[src/rtl/core/ppsd_ser_mul.sv]
// ----------------------------------------------------------------------------
// ppsd_ser_mul: digit-serial unsigned multiplier
// Radix-4 shift-add multiplier; consumes two multiplier bits per cycle.
// ----------------------------------------------------------------------------
module ppsd_ser_mul #(
  parameter int W = 25
) (
  input  logic           clk_i,
  input  logic           rst_ni,
  input  logic           start_i,
  input  logic [W-1:0]   a_i,
  input  logic [W-1:0]   b_i,
  output logic           busy_o,
  output logic [2*W-1:0] product_o
);
  localparam int D  = (W + 1) / 2;
  localparam int PW = W + 2 + 2 * D;
  localparam int CW = $clog2(D + 1);

  logic [CW-1:0] cnt_q;
  logic [W-1:0]  mcand_q;
  logic [PW-1:0] p_q, p_d;
  logic [W+1:0]  pp, hi_sum;

  // partial product for the current radix-4 digit
  always_comb begin
    pp     = ({2'b00, mcand_q} & {(W+2){p_q[0]}})
           + ({1'b0, mcand_q, 1'b0} & {(W+2){p_q[1]}});
    hi_sum = p_q[PW-1:2*D] + pp;
    p_d    = {2'b00, hi_sum, p_q[2*D-1:2]};
  end

  always_ff @(posedge clk_i or negedge rst_ni) begin
    if (!rst_ni) begin
      cnt_q <= '0;
    end else if (start_i) begin
      cnt_q <= CW'(D);
    end else if (cnt_q != '0) begin
      cnt_q <= cnt_q - 1'b1;
    end
  end

  always_ff @(posedge clk_i) begin
    if (start_i) begin
      mcand_q <= a_i;
      p_q     <= PW'(b_i);
    end else if (cnt_q != '0) begin
      p_q <= p_d;
    end
  end

  assign busy_o    = (cnt_q != '0);
  assign product_o = p_q[2*W-1:0];

endmodule

[config.mk]
export PLATFORM = sky130hd
export DESIGN_NAME = ppsd_ser_mul
export DESIGN_NICKNAME = d
export VERILOG_FILES = /design/src/rtl/core/ppsd_ser_mul.sv
export SDC_FILE = /design/constraint.sdc
export NUM_CORES = 1
export LEC_CHECK = 0
export BUFFER_PORTS_ARGS = -buffer_cell sky130_fd_sc_hd__buf_2
export CORE_MARGIN = 2
export CORE_UTILIZATION = 38
export CTS_BUF_LIST = sky130_fd_sc_hd__clkbuf_16
export CTS_CLUSTER_DIAMETER = 80
export DETAILED_ROUTE_END_ITERATION = 8
export GPL_TIMING_DRIVEN = 0
export PLACE_DENSITY = 0.6
export REMOVE_ABC_BUFFERS = 1
export SLEW_MARGIN = 20
export SYNTH_ARGS = -nofsm -noshare
export SYNTH_HDL_FRONTEND = slang
export SYNTH_SLANG_ARGS = --single-unit
[constraint.sdc]
create_clock -name clk_i -period 3.85 [get_ports clk_i]
set_input_delay 0.77 -clock clk_i [delete_from_list [all_inputs] [get_ports clk_i]]
set_output_delay 0.77 -clock clk_i [all_outputs]
set_load 0.1 [all_outputs]
==> impl_metrics.tcl <==
set metrics [dict create \
    cts_root_buf "clkbuf_16" \
    dp_worst_setup_slack_ps -44.9 \
    routed_via_density 5.31 \
    seq_area_um2 2120 \
    power_mw 4.93 \
    finalHoldViolations 0 \
    path_clk_slew_ps 70 \
    swShare_pct 52.0 \
    ys_seq_area_share_pct 38.2 \
    die_w_um 125 \
    slew_violations 0 \
    cp-start-kind "flop" \
    p_seq_share_pct 25.4 \
    die_area_um2 15600 \
    synth-seq-cells 80 \
    core_um2 14400 \
    finish.instance_area_um2 6210 \
    synth.distinct_cells 69 \
    reg2reg_slack_ps 230 \
    grt.total_usage_pct 16.0 \
    maxSlewHeadroom_pct 32.6 \
    syn_area_um2 5560 \
    hold_ws_ps 211 \
    fillers 1434 \
    end_kind "flop" \
    syn2layout_area_growth_pct 11.7 \
    first_pass_iters 4 \
    antenna_cells 0 \
    avgSynthCellArea_um2 10.6 \
    antenna_found_initial 0 \
    arrival_ps 3860 \
    setup_violations 0 \
    cts.sinks 80 \
    synth_cells 522 \
    place_area_um2 5900 \
    numPortBuffers 103 \
    dp_hpwl_um 8870 \
    drive_above_1_share_pct 28.9 \
    p_per_area_nw_per_um2 794 \
    vias 4048 \
    wl_per_cell_um 16.6 \
    cap_violations 0 \
    peakVddDrop_mv 0.369 \
    synth_warnings 0 \
    hp-class "primary input to asynchronous set/reset pin" \
    intPower_mw 2.37 \
    drt_iter0_markers 192 \
    drc 0 \
    nets 679 \
    cts_tree "built" \
    crit_required_ps 4100 \
    totalWireLength_um 12700 \
    grt_max_degree 49 \
    layout_setup_ws_ps 233 \
    multiInputGateArea_um2 2950 \
    ctsHtreeMaxLevel 3 \
    path_max_fanout 14 \
    synth_edf_count 50 \
    rsz0062_at_grt "no" \
    grt_pass1_vias 4227 \
    gp_congestion 0.893 \
    ys_async_sr_fraction_pct 5.00 \
    ys.flop_type "edfxtp_1" \
    io_pins 104 \
    worstMarginPinSlew_ps 1010 \
    clk_latency_ps 350 \
    start_util_pct 38.5 \
    critical_path_class "flop to flop" \
    cts_made_buffers 9 \
    power.share.clock_pct 17.1 \
    p_comb_share_pct 57.5 \
    die_h_um 125 \
    leakage_nw 2.65 \
    p_sw_mw 2.57 \
    status "finished clean" \
    clock_path_buffers 2 \
    overflow 0 \
    skew_ps 10.4 \
    fin_crit_sh_pct 93.9 \
    clock.fmax_mhz 277 \
    row_count 44 \
    layout_min_cycle_time_ps 3620 \
    final_antenna_net_count 0 \
    grt_first_pass_wirelength_um 20400 \
]
-- registers in the layout (all words and copies together), names as in the netlist --
register / flops
mcand_q: 25
cnt_q: 4
p_q: 51
-- stage by stage --
| step | TNS, ps | cells | utilization (%) |
|---|---|---|---|
| 2_1_floorplan | -276 | 455 | - |
| 3_3_place_gp | -42600 | 742 | 40.6 |
| 3_5_place_dp | -1090 | 744 | 40.9 |
| 4_1_cts | 0 | 760 | 42.9 |
| 5_1_grt | 0 | 762 | 43.1 |
| 6_report | 0 | 762 | 43.1 |
-- cells in the final DEF, fill, tap and decap left out, types with 4 or more instances in the layout --
cell and instances:
a21oi_1 26, nor2b_1 4, clkbuf_16 9, a211oi_1 9
mux2_2 25, ha_1 28, nor2_1 19, or3_1 7
and2_1 55, nand3_1 10, and3_1 5, a31oi_1 5
dfxtp_1 26, inv_6 4, buf_2 102, dfrtp_1 4
xnor2_1 8, edfxtp_1 50, nor3_1 7, fa_1 25
inv_1 13, nand2_1 30, a21o_1 12, o21a_1 5
o21ai_0 22
-- logic make-up (layout without fill, tap and decap cells) --
logic type	count (synthesis)	in the layout	synth area share (%)
and+or+nand+nor	154	154	15.3
AOI/OAI and AO/OA	118	118	15.4
DFF	80	80	38.2
buffers and inverters	80	136	8.85
adders and majority gates	53	53	15.3
muxes	26	26	5.24
xor gates and xnor gates	11	11	1.73
-- worst paths after layout --
path,cells after the start,from,endpoint
worst max-delay path,9,p_q[0],p_q[44]
worst min-delay path,1,rst_ni,cnt_q[2]
worst max register to register,9,p_q[0],p_q[44]
worst min register to register,2,p_q[30],p_q[30]
max in group asynchronous,1,rst_ni,cnt_q[1]
min in group clk_i,2,p_q[30],p_q[30]
-- per-layer routing --
layer / wire length [um] / GRT usage, %
met2: 5980 / 26.7
met3: 859 / 5.48
met5: 0 / 0
met1: 5710 / 20.3
met4: 137 / 3.40
-- power groups by stage --
stage	clock [mW]	combinational [mW]	sequential, mW
after floorplan	0	1.29	2.26
after detailed placement	0	2.80	1.28
final	0.846	2.83	1.25
after CTS	0.872	2.82	1.26
after global routing	0.906	3.05	1.28
after global placement	0	2.77	1.27
-- critical path, stage by stage, from the launching register on --
cell and delay, ps:
edfxtp_1 740, buf_6 250, and2_1 170, fa_1 430
ha_1 390, or2_4 170, a21oi_4 80, o311ai_0 710
o21ai_0 260, a32o_1 300
-- layout make-up --
| class | count | area share (%) |
|---|---|---|
| inverter | 13 | 0.786 |
| sequential | 80 | 34.2 |
| tap | 184 | 3.71 |
| clock inverter | 7 | 0.947 |
| timing repair buffer | 107 | 9.27 |
| clock buffer | 9 | 3.63 |
| multi-input combinational | 362 | 47.5 |
-- timing repair --
action,CTS,global route
hold buffers,0,0
gates resized for setup,1,0
setup endpoints to repair,25,3
setup buffers,0,2
-- synth_stat cells, drive strengths merged (3+ instances only) --
library cell | count | area share (%)
and4 | 3 | 0.50
ha | 28 | 6.3
buf | 54 | 7.1
fa | 25 | 9.0
and2 | 55 | 6.2
a21o | 13 | 1.8
a211oi | 9 | 1.2
inv | 13 | 0.88
edfxtp | 50 | 27
or3 | 8 | 0.92
nor2b | 5 | 0.56
nand2 | 30 | 2.0
dfrtp | 4 | 1.8
xor2 | 3 | 0.47
o21ai | 26 | 2.5
o21a | 5 | 0.68
and3 | 7 | 0.90
xnor2 | 8 | 1.3
a31oi | 6 | 0.79
a21oi | 28 | 2.8
dfxtp | 26 | 9.4
clkbuf | 13 | 0.88
a32o | 3 | 0.54
nand3 | 10 | 0.90
o2111ai | 3 | 0.59
nor2 | 20 | 1.4
a2111oi | 4 | 0.97
mux2 | 25 | 5.1
nor3 | 8 | 0.81
No activity file was read; power rests on OpenSTA's default activity.
