--- src/rtl/core/ppsd_ser_div.sv ---
// ----------------------------------------------------------------------------
// ppsd_ser_div: bit-serial restoring divider
// Divides a 2N-bit dividend by an N-bit divisor, one quotient bit per cycle;
// the upper half of the dividend must be below the divisor.
// ----------------------------------------------------------------------------
module ppsd_ser_div #(
  parameter int N = 51
) (
  input  logic           clk_i,
  input  logic           rst_ni,
  input  logic           start_i,
  input  logic [2*N-1:0] dividend_i,
  input  logic [N-1:0]   divisor_i,
  output logic           busy_o,
  output logic [N-1:0]   quotient_o
);
  localparam int CW = $clog2(N + 1);

  logic [CW-1:0] cnt_q;
  logic [N-1:0]  rem_q, quo_q, dvs_q;
  logic [N:0]    trial, diff;
  logic          ge;

  always_comb begin
    trial = {rem_q, quo_q[N-1]};
    diff  = trial - {1'b0, dvs_q};
    ge    = (trial >= {1'b0, dvs_q});
  end

  always_ff @(posedge clk_i or negedge rst_ni) begin
    if (!rst_ni) begin
      cnt_q <= '0;
    end else if (start_i) begin
      cnt_q <= CW'(N);
    end else if (cnt_q != '0) begin
      cnt_q <= cnt_q - 1'b1;
    end
  end

  // low half of the dividend shifts out as quotient bits shift in
  always_ff @(posedge clk_i) begin
    if (start_i) begin
      rem_q <= dividend_i[2*N-1:N];
      quo_q <= dividend_i[N-1:0];
      dvs_q <= divisor_i;
    end else if (cnt_q != '0) begin
      rem_q <= ge ? diff[N-1:0] : trial[N-1:0];
      quo_q <= {quo_q[N-2:0], ge};
    end
  end

  assign busy_o     = (cnt_q != '0);
  assign quotient_o = quo_q;

endmodule

--- config.mk ---
export PLATFORM = sky130hd
export DESIGN_NAME = ppsd_ser_div
export DESIGN_NICKNAME = d
export VERILOG_FILES = /design/src/rtl/core/ppsd_ser_div.sv
export SDC_FILE = /design/constraint.sdc
export NUM_CORES = 1
export LEC_CHECK = 0
export BUFFER_PORTS_ARGS = -buffer_cell sky130_fd_sc_hd__buf_2
export CAP_MARGIN = 25
export CORE_MARGIN = 2
export CORE_UTILIZATION = 60
export DETAILED_ROUTE_END_ITERATION = 12
export PLACE_DENSITY = 0.87
export SYNTH_ARGS = -nofsm -noshare
export SYNTH_HDL_FRONTEND = slang
export SYNTH_SLANG_ARGS = --single-unit
--- constraint.sdc ---
create_clock -name clk_i -period 6.5 [get_ports clk_i]
set_input_delay 0.325 -clock clk_i [delete_from_list [all_inputs] [get_ports clk_i]]
set_output_delay 0.325 -clock clk_i [all_outputs]
set_load 0.03 [all_outputs]
==> results of run 1 <==
[power by group]
part / switching (W) / internal, W / leakage [nW]
clock network: 0.000467 / 0.000521 / 0.288
logic: 0.00162 / 0.00114 / 3.09
registers: 0.000140 / 0.00143 / 1.64
total: 0.00223 / 0.00310 / 5.02
[layer usage]
| metal | share of wire (%) | global-route usage, % | vias to the layer above |
|---|---|---|---|
| met5 | 0 | 0 | - |
| met4 | 2.3 | 10.3 | 0 |
| met3 | 8.2 | 7.04 | 47 |
| met2 | 47 | 45.3 | 365 |
| met1 | 42 | 37.8 | 3743 |
| li1 | - | - | 3804 |
[registers in the layout (all words and copies together), names as in the netlist]
name / cells
quotient_o: 51
rem_q: 51
dvs_q: 51
cnt_q: 6
[critical path: cells and delay by family, from the launching register on]
family          cells  cell delay, ns
fa+ha+maj           1            0.36
simple gates        3            0.80
flops               1            0.39
buf+inv             2            0.56
compound gates      7            1.77
[how the worst max path moves through the flow]
stage | slack, ns | from | endpoint | cells past startpoint
floorplan | 2.30 | cnt_q[0]$_DFFE_PN0P_ | quotient_o[0]$_DFFE_PP_ | 5
global placement | 2.26 | rem_q[6]$_DFFE_PP_ | rem_q[7]$_DFFE_PP_ | 11
detailed placement | 2.33 | rem_q[6]$_DFFE_PP_ | rem_q[11]$_DFFE_PP_ | 13
CTS | 2.33 | rem_q[6]$_DFFE_PP_ | rem_q[11]$_DFFE_PP_ | 13
global route | 2.00 | quotient_o[50]$_DFFE_PP_ | rem_q[11]$_DFFE_PP_ | 15
finish | 2.33 | rem_q[6]$_DFFE_PP_ | rem_q[11]$_DFFE_PP_ | 13
[cell usage after synthesis (3+ instances only)]
cell / count / area share [%]
and2_1: 7 / 0.45
nor4bb_1: 4 / 0.41
o21bai_1: 13 / 1.0
or3_1: 8 / 0.51
nor2b_1: 3 / 0.19
a21o_1: 33 / 2.5
dfrtp_1: 6 / 1.5
edfxtp_1: 153 / 47
ha_1: 52 / 6.6
inv_1: 71 / 2.7
a221oi_1: 3 / 0.27
a211oi_1: 14 / 1.1
xnor2_1: 29 / 2.6
nand4_1: 15 / 0.96
nor2_1: 48 / 1.8
and3_1: 8 / 0.51
buf_4: 3 / 0.23
buf_2: 11 / 0.56
o21ai_0: 60 / 3.1
o211ai_1: 12 / 0.92
clkbuf_1: 22 / 0.84
xor2_1: 13 / 1.2
nand3_1: 11 / 0.56
a21oi_1: 81 / 4.1
nor3_1: 10 / 0.51
nand2b_1: 7 / 0.45
o21a_1: 23 / 1.8
a31oi_1: 8 / 0.51
mux2i_1: 6 / 0.61
o21ai_1: 4 / 0.20
mux2_2: 64 / 7.4
nor4_1: 6 / 0.38
nand2_1: 74 / 2.8
[cell families after synthesis]
family | after synthesis | synth area share, %
AO/OA/AOI/OAI | 274 | 17.9
AND/OR/NAND/NOR | 211 | 10.4
flip-flops | 159 | 48.4
buffers and inverters | 111 | 4.66
multiplexers | 70 | 7.97
adder cells (fa/ha/maj) | 53 | 6.84
XOR/XNOR | 42 | 3.75
[layout make-up]
cell class	count	area share (%)
Sequential cell	159	40.9
Inverter	71	2.30
Clock inverter	14	1.22
Clock buffer	18	3.79
Multi-Input combinational cell	650	39.8
Antenna cell	1	0.0216
Tap cell	216	2.33
Timing Repair Buffer	214	9.64
[stage by stage]
step                instance area (µm²)  setup WS (ns)  total power (W)  hold slack (ns)  cells
floorplan                          9800           2.30          0.00369           0.0294    920
global placement                  11000           2.26          0.00416            0.155   1308
detailed placement                11000           2.33          0.00428            0.155   1309
CTS                               11600           2.33          0.00528           0.0481   1342
global route                      11600           2.00          0.00569           0.0467   1342
finish                            11600           2.33          0.00532           0.0575   1343
==> flow_summary.yaml, run 1 <==
outcome:
  status: "completed"
worst_setup_path:
  endpoint_kind: "flip-flop"
  cp.required_ns: 6.65
  worstPathCellList: "ha_1, a21o_1, a21o_1, a2111oi_4, nor4_1, o31ai_2, o21ai_2, nand2_2, buf_16, buf_4, nor2_1, a211oi_1, a21oi_1"
  crit_path_top_delay_cell: "nand2_2"
  r2r_start: "rem_q[6]$_DFFE_PP_"
  cp_max_fo: 37
  cpPeakStageDelay_ns: 0.56
  cp.arrival_ns: 4.33
  r2r_end: "rem_q[11]$_DFFE_PP_"
  r2r_cells: 13
  crit_path_start_kind: "flip-flop"
  rrSetupSlack_ns: 2.33
  cp_common_cell: "a21o_1"
  crit_type: "reg -> reg"
route:
  drcViolationCount: 0
  routed-via-count: 7959
  postRouteAntennaNets: 0
  wl_um: 23800
  drtIter0Drc: 698
  wl_per_cell_um: 17.7
  dr.pass1.iters: 5
  vias_per_cell: 5.93
min_path:
  hp-class: "in -> reg"
  hold_path_end: "dvs_q[44]$_DFFE_PP_"
  hold_path_depth: 1
  hp-start: "divisor_i[44]"
finish:
  fin_util_pct: 72.7
  drive_above_1_share_pct: 28.4
  final_common_cell: "buf_2"
  fill_cells: 1175
  register_area_um2: 4740
  mostFrequentLayoutCells: "buf_2, edfxtp_1, a21oi_1, nand2_1, inv_1"
  nets: 1322
  multiInputGateArea_um2: 4610
  areaGrowthSynthToFinish_pct: 18.3
synth:
  synth_top_flop_cell: "edfxtp_1"
  synth.avg_cell_area_um2: 10.7
  synth-seq-cells: 159
  syn_inst: 920
  synth_area_um2: 9800
  seq_area_frac_synth_pct: 48.4
  ys_types: 61
  async_reset_ff_share_pct: 3.77
  syn_nets: 1129
  yosys_warnings: 0
  synth_edf_count: 153
sta:
  skew_ns: 0.00972
  hold_viol: 0
  setup-violations-final: 0
  relSlewSlack_pct: 41.9
  period_minus_slack_ns: 4.17
  period_share_pct: 64.2
  worst_slew_pin_slew_ns: 0.871
  finalSetupTns_ns: 0
  fmax_mhz: 240
  final_max_slew_viol_count: 0
  rsz0062_at_grt: "no"
placed_design:
  portBuffers: 207
  routabilityCongestion: 0.903
  dp_hpwl_um: 17300
cts:
  cts_resized: 0
  clkTransAtPathRegs_ns: 0.07
  htree_levels: 4
  numCtsBuffers: 17
  cts.path.max_buffers: 2
  root_buffer: "clkbuf_16"
  clock_latency_ns: 0.44
  cts_sinks: 159
  cts_tree: "built"
  post_cts_buffers: 0
  cts_hold_buf: 1
global_routing:
  first_global_vias: 8025
  grt_max_degree: 83
  grt.overflow.total: 0
  grt_pass1_wl_um: 39300
  grtUsageTotal_pct: 28.3
  antenna_found_initial: 1
floorplanning:
  core_um2: 15900
  initial_core_util_pct: 61.5
  ios: 208
  die_w_um: 132
  dieArea_um2: 17400
  die_h_um: 132
  rows: 46
power:
  ir_drop_v: 0.000235
  power.leakage_nw: 5.02
  p_per_area_nw_per_um2: 459
flow_run:
  maxCapViolations: 0
(Power assumes the default switching activity.)
==> run 2: changes to the inputs <==
--- a/config.mk
+++ b/config.mk
@@ -8,9 +8,9 @@
 export BUFFER_PORTS_ARGS = -buffer_cell sky130_fd_sc_hd__buf_2
 export CAP_MARGIN = 25
 export CORE_MARGIN = 2
-export CORE_UTILIZATION = 60
+export CORE_UTILIZATION = 50
 export DETAILED_ROUTE_END_ITERATION = 12
-export PLACE_DENSITY = 0.87
+export PLACE_DENSITY = 0.77
 export SYNTH_ARGS = -nofsm -noshare
 export SYNTH_HDL_FRONTEND = slang
 export SYNTH_SLANG_ARGS = --single-unit
==> constraint.sdc (replaced) <==
create_clock -name clk_i -period 3.8 [get_ports clk_i]
set_input_delay 0.19 -clock clk_i [delete_from_list [all_inputs] [get_ports clk_i]]
set_output_delay 0.19 -clock clk_i [all_outputs]
set_load 0.03 [all_outputs]
==> run 2 against run 1 <==
  * Core utilization down 9.2 points
  * Die area up 19%
  * Final cell count up 7.8%
  * Count of clock-buffer cells in the layout down 1
  * Largest power group unchanged
  * Highest routed layer is now met5
==> flow_summary.yaml, run 2 (synthesis results as in run 1) <==
worst_setup_path:
  r2r_end: "rem_q[48]$_DFFE_PP_"
  r2r_start: "quotient_o[50]$_DFFE_PP_"
  cp.arrival_ns: 3.73
  rrSetupSlack_ns: 0.25
  crit_path_start_kind: "flip-flop"
  cp.required_ns: 3.98
  crit_type: "reg -> reg"
  r2r_cells: 14
  endpoint_kind: "flip-flop"
  cp_max_fo: 4
sta:
  holdWs_ns: 0.0236
  fmax_mhz: 281
  worst_slew_pin_slew_ns: 0.690
  setup-violations-final: 0
  final_max_slew_viol_count: 0
  finalSetupTns_ns: 0
  hold_viol: 0
  period_share_pct: 93.5
  rsz0062_at_grt: "no"
  relSlewSlack_pct: 54.0
  period_minus_slack_ns: 3.55
  skew_ns: 0.0113
cts:
  numCtsBuffers: 17
  htree_levels: 4
  cts.path.max_buffers: 2
  clkTransAtPathRegs_ns: 0.08
  root_buffer: "clkbuf_16"
  cts_tree: "built"
  cts_sinks: 159
  post_cts_buffers: 0
  clock_latency_ns: 0.44
placed_design:
  dp_hpwl_um: 17900
  portBuffers: 207
  routabilityCongestion: 0.922
  placedCellCount: 1363
floorplanning:
  ios: 208
  core_um2: 19300
  rows: 51
  dieArea_um2: 20700
  initial_core_util_pct: 50.7
  die_h_um: 144
  die_w_um: 144
finish:
  areaGrowthSynthToFinish_pct: 25.3
  drive_above_1_share_pct: 27.7
  mostFrequentLayoutCells: "buf_2, edfxtp_1, a21oi_1, nand2_1, inv_1"
  final_common_cell: "buf_2"
  nets: 1378
  final-instance-count-excl-fill: 1448
outcome:
  status: "completed"
min_path:
  hold_path_end: "rem_q[35]$_DFFE_PP_"
  hold_path_depth: 2
  hp-start: "dividend_i[86]"
  hp-class: "in -> reg"
power:
  p_per_area_nw_per_um2: 759
  power.leakage_nw: 5.28
  ir_drop_v: 0.000416
  power.total_w: 0.00933
route:
  wl_met2_um: 11800
  postRouteAntennaNets: 0
  wl_met1_um: 11100
  wl_um: 25000
  dr.pass1.iters: 5
  drtIter0Drc: 631
  vias_per_cell: 5.56
  routed-via-count: 8057
  top_layer: "met5"
  dr_wl_met3_um: 1680
  wl_per_cell_um: 17.3
  drcViolationCount: 0
global_routing:
  grt_max_degree: 59
  antenna_found_initial: 3
  grtUsageTotal_pct: 24.3
  first_global_vias: 7992
  grt_pass1_wl_um: 39100
  grt.overflow.total: 0
flow_run:
  maxCapViolations: 0
==> run 2: cell count changes in the layout (fill, tap and decap cells not counted), moves of 2 or more <==
cell,previous run,this run
a211oi_1,14,12
dlygate4sd3_1,1,52
clkinv_8,2,5
buf_4,5,8
inv_8,3,5
a211oi_2,0,2
buf_12,0,3
inv_6,6,2
==> run 2: cell type report <==
| class | count | area (µm²) |
|---|---|---|
| inverters | 71 | 267 |
| fillers | 1548 | 7050 |
| multi-input cells | 650 | 4620 |
| flip-flops and latches | 159 | 4740 |
| clock buffers | 17 | 425 |
| well taps | 265 | 332 |
| diodes | 1 | 2.50 |
| repair buffers | 270 | 1680 |
| clock inverters | 15 | 210 |
==> run 2: worst max-delay path by stage <==
stage / from / endpoint / slack (ns) / depth (start not counted)
2_1_floorplan: quotient_o[50]$_DFFE_PP_ / rem_q[43]$_DFFE_PP_ / 0.56 / 14
3_3_place_gp: quotient_o[50]$_DFFE_PP_ / rem_q[43]$_DFFE_PP_ / 0.33 / 15
3_5_place_dp: quotient_o[50]$_DFFE_PP_ / rem_q[48]$_DFFE_PP_ / 0.22 / 14
4_1_cts: quotient_o[50]$_DFFE_PP_ / rem_q[48]$_DFFE_PP_ / 0.19 / 14
5_1_grt: quotient_o[50]$_DFFE_PP_ / rem_q[48]$_DFFE_PP_ / 0.008 / 14
6_report: quotient_o[50]$_DFFE_PP_ / rem_q[48]$_DFFE_PP_ / 0.25 / 14
==> run 2: per-stage QoR <==
| stage | cell area [µm²] | util (%) | setup WS [ns] |
|---|---|---|---|
| 2_1_floorplan | 9800 | - | 0.557 |
| 3_3_place_gp | 11100 | 57.5 | 0.325 |
| 3_5_place_dp | 11100 | 57.5 | 0.224 |
| 4_1_cts | 12300 | 63.5 | 0.191 |
| 5_1_grt | 12300 | 63.5 | 0.00835 |
| 6_report | 12300 | 63.5 | 0.247 |
==> run 2: layer usage <==
layer / vias up / GRT usage (%)
met2: 318 / 39.5
met1: 3780 / 32.3
met4: 2 / 8.00
met3: 41 / 5.79
met5: - / 0
li1: 3916 / -
==> run 2: power by group <==
group | internal [W] | switching [W]
Sequential | 0.00245 | 0.000233
Combinational | 0.00202 | 0.00280
Clock | 0.000966 | 0.000858
Total | 0.00544 | 0.00389
==> run 2: worst max-delay path: stages (launching register included) <==
cell      delay (ns)
edfxtp_1        0.37
inv_1           0.05
ha_1            0.22
fa_1            0.40
nor2b_1         0.13
o21a_1          0.14
o21ai_0         0.18
a211oi_2        0.35
o31ai_2         0.11
buf_4           0.18
o21ai_1         0.24
a21oi_1         0.19
o211ai_1        0.30
nor4bb_1        0.34
nor3_1          0.09
==> run 2: timing repair <==
action	CTS	global route
endpoints found under the hold margin	57	0
gates resized for setup	0	2
endpoints found under the setup margin	0	5
hold buffers	52	0
==> run 3: changes to the inputs <==
--- a/config.mk
+++ b/config.mk
@@ -7,9 +7,10 @@
 export LEC_CHECK = 0
 export BUFFER_PORTS_ARGS = -buffer_cell sky130_fd_sc_hd__buf_2
 export CAP_MARGIN = 25
-export CORE_MARGIN = 2
+export CORE_ASPECT_RATIO = 0.8
 export CORE_UTILIZATION = 50
 export DETAILED_ROUTE_END_ITERATION = 12
+export GPL_ROUTABILITY_DRIVEN = 0
 export PLACE_DENSITY = 0.77
 export SYNTH_ARGS = -nofsm -noshare
 export SYNTH_HDL_FRONTEND = slang
==> run 3 against run 2 <==
  * Setup slack got worse by 0.024 ns
  * Final cell count down 0.35%
  * Cell area fell by 0.50%
  * Critical endpoint is now rem_q[47]$_DFFE_PP_
  * Die area shrank 2.7%
  * Non-clock buffer count grew 3
  * Routed wire length is essentially flat
  * Via count fell by 1.5%
  * Register-to-register slack got worse by 0.02 ns
  * Combinational power rose by 1%
  * Clock skew grew 0.0018 ns
  * Critical path depth shrank 4
  * Sequential power hardly changed
==> flow_summary.yaml, run 3 (synthesis results as in run 1) <==
worst_setup_path:
  r2r_end: "rem_q[47]$_DFFE_PP_"
  worstPathCellList: "ha_1, a211oi_1, nor2_1, nor4b_1, o211ai_1, a211oi_1, nor2_1, a211oi_1, xnor2_1, a221o_1"
  endpoint_kind: "flip-flop"
  crit_type: "reg -> reg"
  worstSetupStartpoint: "rem_q[17]$_DFFE_PP_"
  cp.arrival_ns: 3.76
  rrSetupSlack_ns: 0.22
  crit_path_start_kind: "flip-flop"
  cp_common_cell: "a211oi_1"
  cp_max_fo: 7
  r2r_cells: 10
  cp.required_ns: 3.98
  path_delay_family: "compound AO/OA/AOI/OAI gates"
  cp.depth: 10
  r2r_start: "rem_q[17]$_DFFE_PP_"
  crit_path_top_delay_cell: "nor4b_1"
  crit_end: "rem_q[47]$_DFFE_PP_"
  cpPeakStageDelay_ns: 0.47
  cp_num_buf_inv: 0
sta:
  fmax_mhz: 280
  period_share_pct: 94.1
  hold_viol: 0
  final_max_slew_viol_count: 0
  skew_ns: 0.0131
  setup_slack_ns: 0.223
  setup-violations-final: 0
  worst_slew_pin_slew_ns: 0.843
  relSlewSlack_pct: 43.8
  period_minus_slack_ns: 3.58
  rsz0062_at_grt: "no"
  finalSetupTns_ns: 0
global_routing:
  grtUsageTotal_pct: 25.7
  grt_pass1_wl_um: 40100
  antenna_found_initial: 1
  grt_max_degree: 74
  first_global_vias: 7785
  grt.overflow.total: 0
route:
  drcViolationCount: 0
  wl_um: 25000
  routed-via-count: 7940
  drtIter0Drc: 661
  vias_per_cell: 5.50
  postRouteAntennaNets: 0
  wl_per_cell_um: 17.3
  dr.pass1.iters: 6
cts:
  clkTransAtPathRegs_ns: 0.07
  htree_levels: 4
  cts_tree: "built"
  clock_latency_ns: 0.44
  cts_sinks: 159
  root_buffer: "clkbuf_16"
  numCtsBuffers: 17
  cts.path.max_buffers: 2
power:
  p_clk_share_pct: 18.3
  seqPwrFrac_pct: 29.1
  power.leakage_nw: 5.25
  switching_share_pct: 41.8
  p_sw_w: 0.00387
  pwr-share-comb_pct: 52.7
  power.internal_w: 0.00540
  ir_drop_v: 0.000443
  p_per_area_nw_per_um2: 759
outcome:
  status: "completed"
finish:
  final-instance-count-excl-fill: 1443
  drive_above_1_share_pct: 27.7
  final_common_cell: "buf_2"
  fill_cells: 1570
  antenna_cells: 0
  nets: 1381
  mostFrequentLayoutCells: "buf_2, edfxtp_1, a21oi_1, nand2_1, inv_1"
  areaGrowthSynthToFinish_pct: 24.7
floorplanning:
  die_w_um: 159
  ios: 208
  die_h_um: 127
  rows: 45
  dieArea_um2: 20200
  core_um2: 19100
  initial_core_util_pct: 51.3
placed_design:
  placedCellCount: 1358
  portBuffers: 207
  place_ws_ns: 0.130
  dp_hpwl_um: 18100
flow_run:
  maxCapViolations: 0
min_path:
  hp-class: "in -> reg"
  hold_path_depth: 2
  hp-start: "dividend_i[67]"
==> run 3: final cells by class <==
| cell class | count | area, µm² | share of cell area (%) |
|---|---|---|---|
| multi-input combinational | 650 | 4610 | 37.7 |
| inverter | 71 | 267 | 2.18 |
| sequential | 159 | 4740 | 38.8 |
| timing repair buffer | 273 | 1700 | 13.9 |
| clock inverter | 14 | 148 | 1.21 |
| clock buffer | 18 | 429 | 3.51 |
| tap | 258 | 323 | 2.64 |
==> run 3: power by group through the flow <==
stage                     clock network, W  logic [W]  registers [W]
after floorplan                          0    0.00355        0.00277
final                              0.00169    0.00488        0.00269
after global placement                   0    0.00459        0.00270
after detailed placement                 0    0.00470        0.00271
after global routing               0.00178    0.00538        0.00274
after CTS                          0.00172    0.00478        0.00269
==> run 3: worst min path at each step <==
stage                                 to  slack (ns)
floorplan           cnt_q[0]$_DFFE_PN0P_       -0.11
global placement    cnt_q[3]$_DFFE_PN0P_        0.02
detailed placement  cnt_q[4]$_DFFE_PN0P_        0.02
CTS                  rem_q[41]$_DFFE_PP_        0.02
global route         rem_q[41]$_DFFE_PP_        0.03
finish               rem_q[16]$_DFFE_PP_        0.03
==> run 3: layer usage <==
metal / wire length [µm] / GRT usage, % / vias to the layer above
met4: 399 / 6.73 / 2
met3: 1980 / 6.68 / 33
li1: - / - / 3917
met2: 11100 / 39.7 / 328
met5: 13 / 0 / -
met1: 11600 / 35.9 / 3660
==> run 3: metrics by stage <==
step	util, %	hold slack [ns]	power, W	instance area (µm²)
floorplan	-	-0.106	0.00632	9800
global placement	58.2	0.0207	0.00729	11100
detailed placement	58.2	0.0237	0.00742	11100
CTS	63.9	0.0218	0.00920	12200
global route	64.0	0.0272	0.00990	12200
finish	64.0	0.0348	0.00927	12200
==> run 3: worst register-to-register path, cell delays in order, from the launching register on <==
cell and delay, ns:
edfxtp_1 0.40, ha_1 0.41, a211oi_1 0.34, nor2_1 0.12, nor4b_1 0.47, o211ai_1 0.27, a211oi_1 0.47, nor2_1 0.13
a211oi_1 0.30, xnor2_1 0.10, a221o_1 0.32
==> run 3: repair_timing <==
| item | CTS | global route |
|---|---|---|
| setup buffers | 0 | 1 |
| hold endpoints to repair | 57 | 0 |
| setup endpoints to repair | 0 | 7 |
| hold buffers | 52 | 0 |
| gates resized for setup | 0 | 2 |
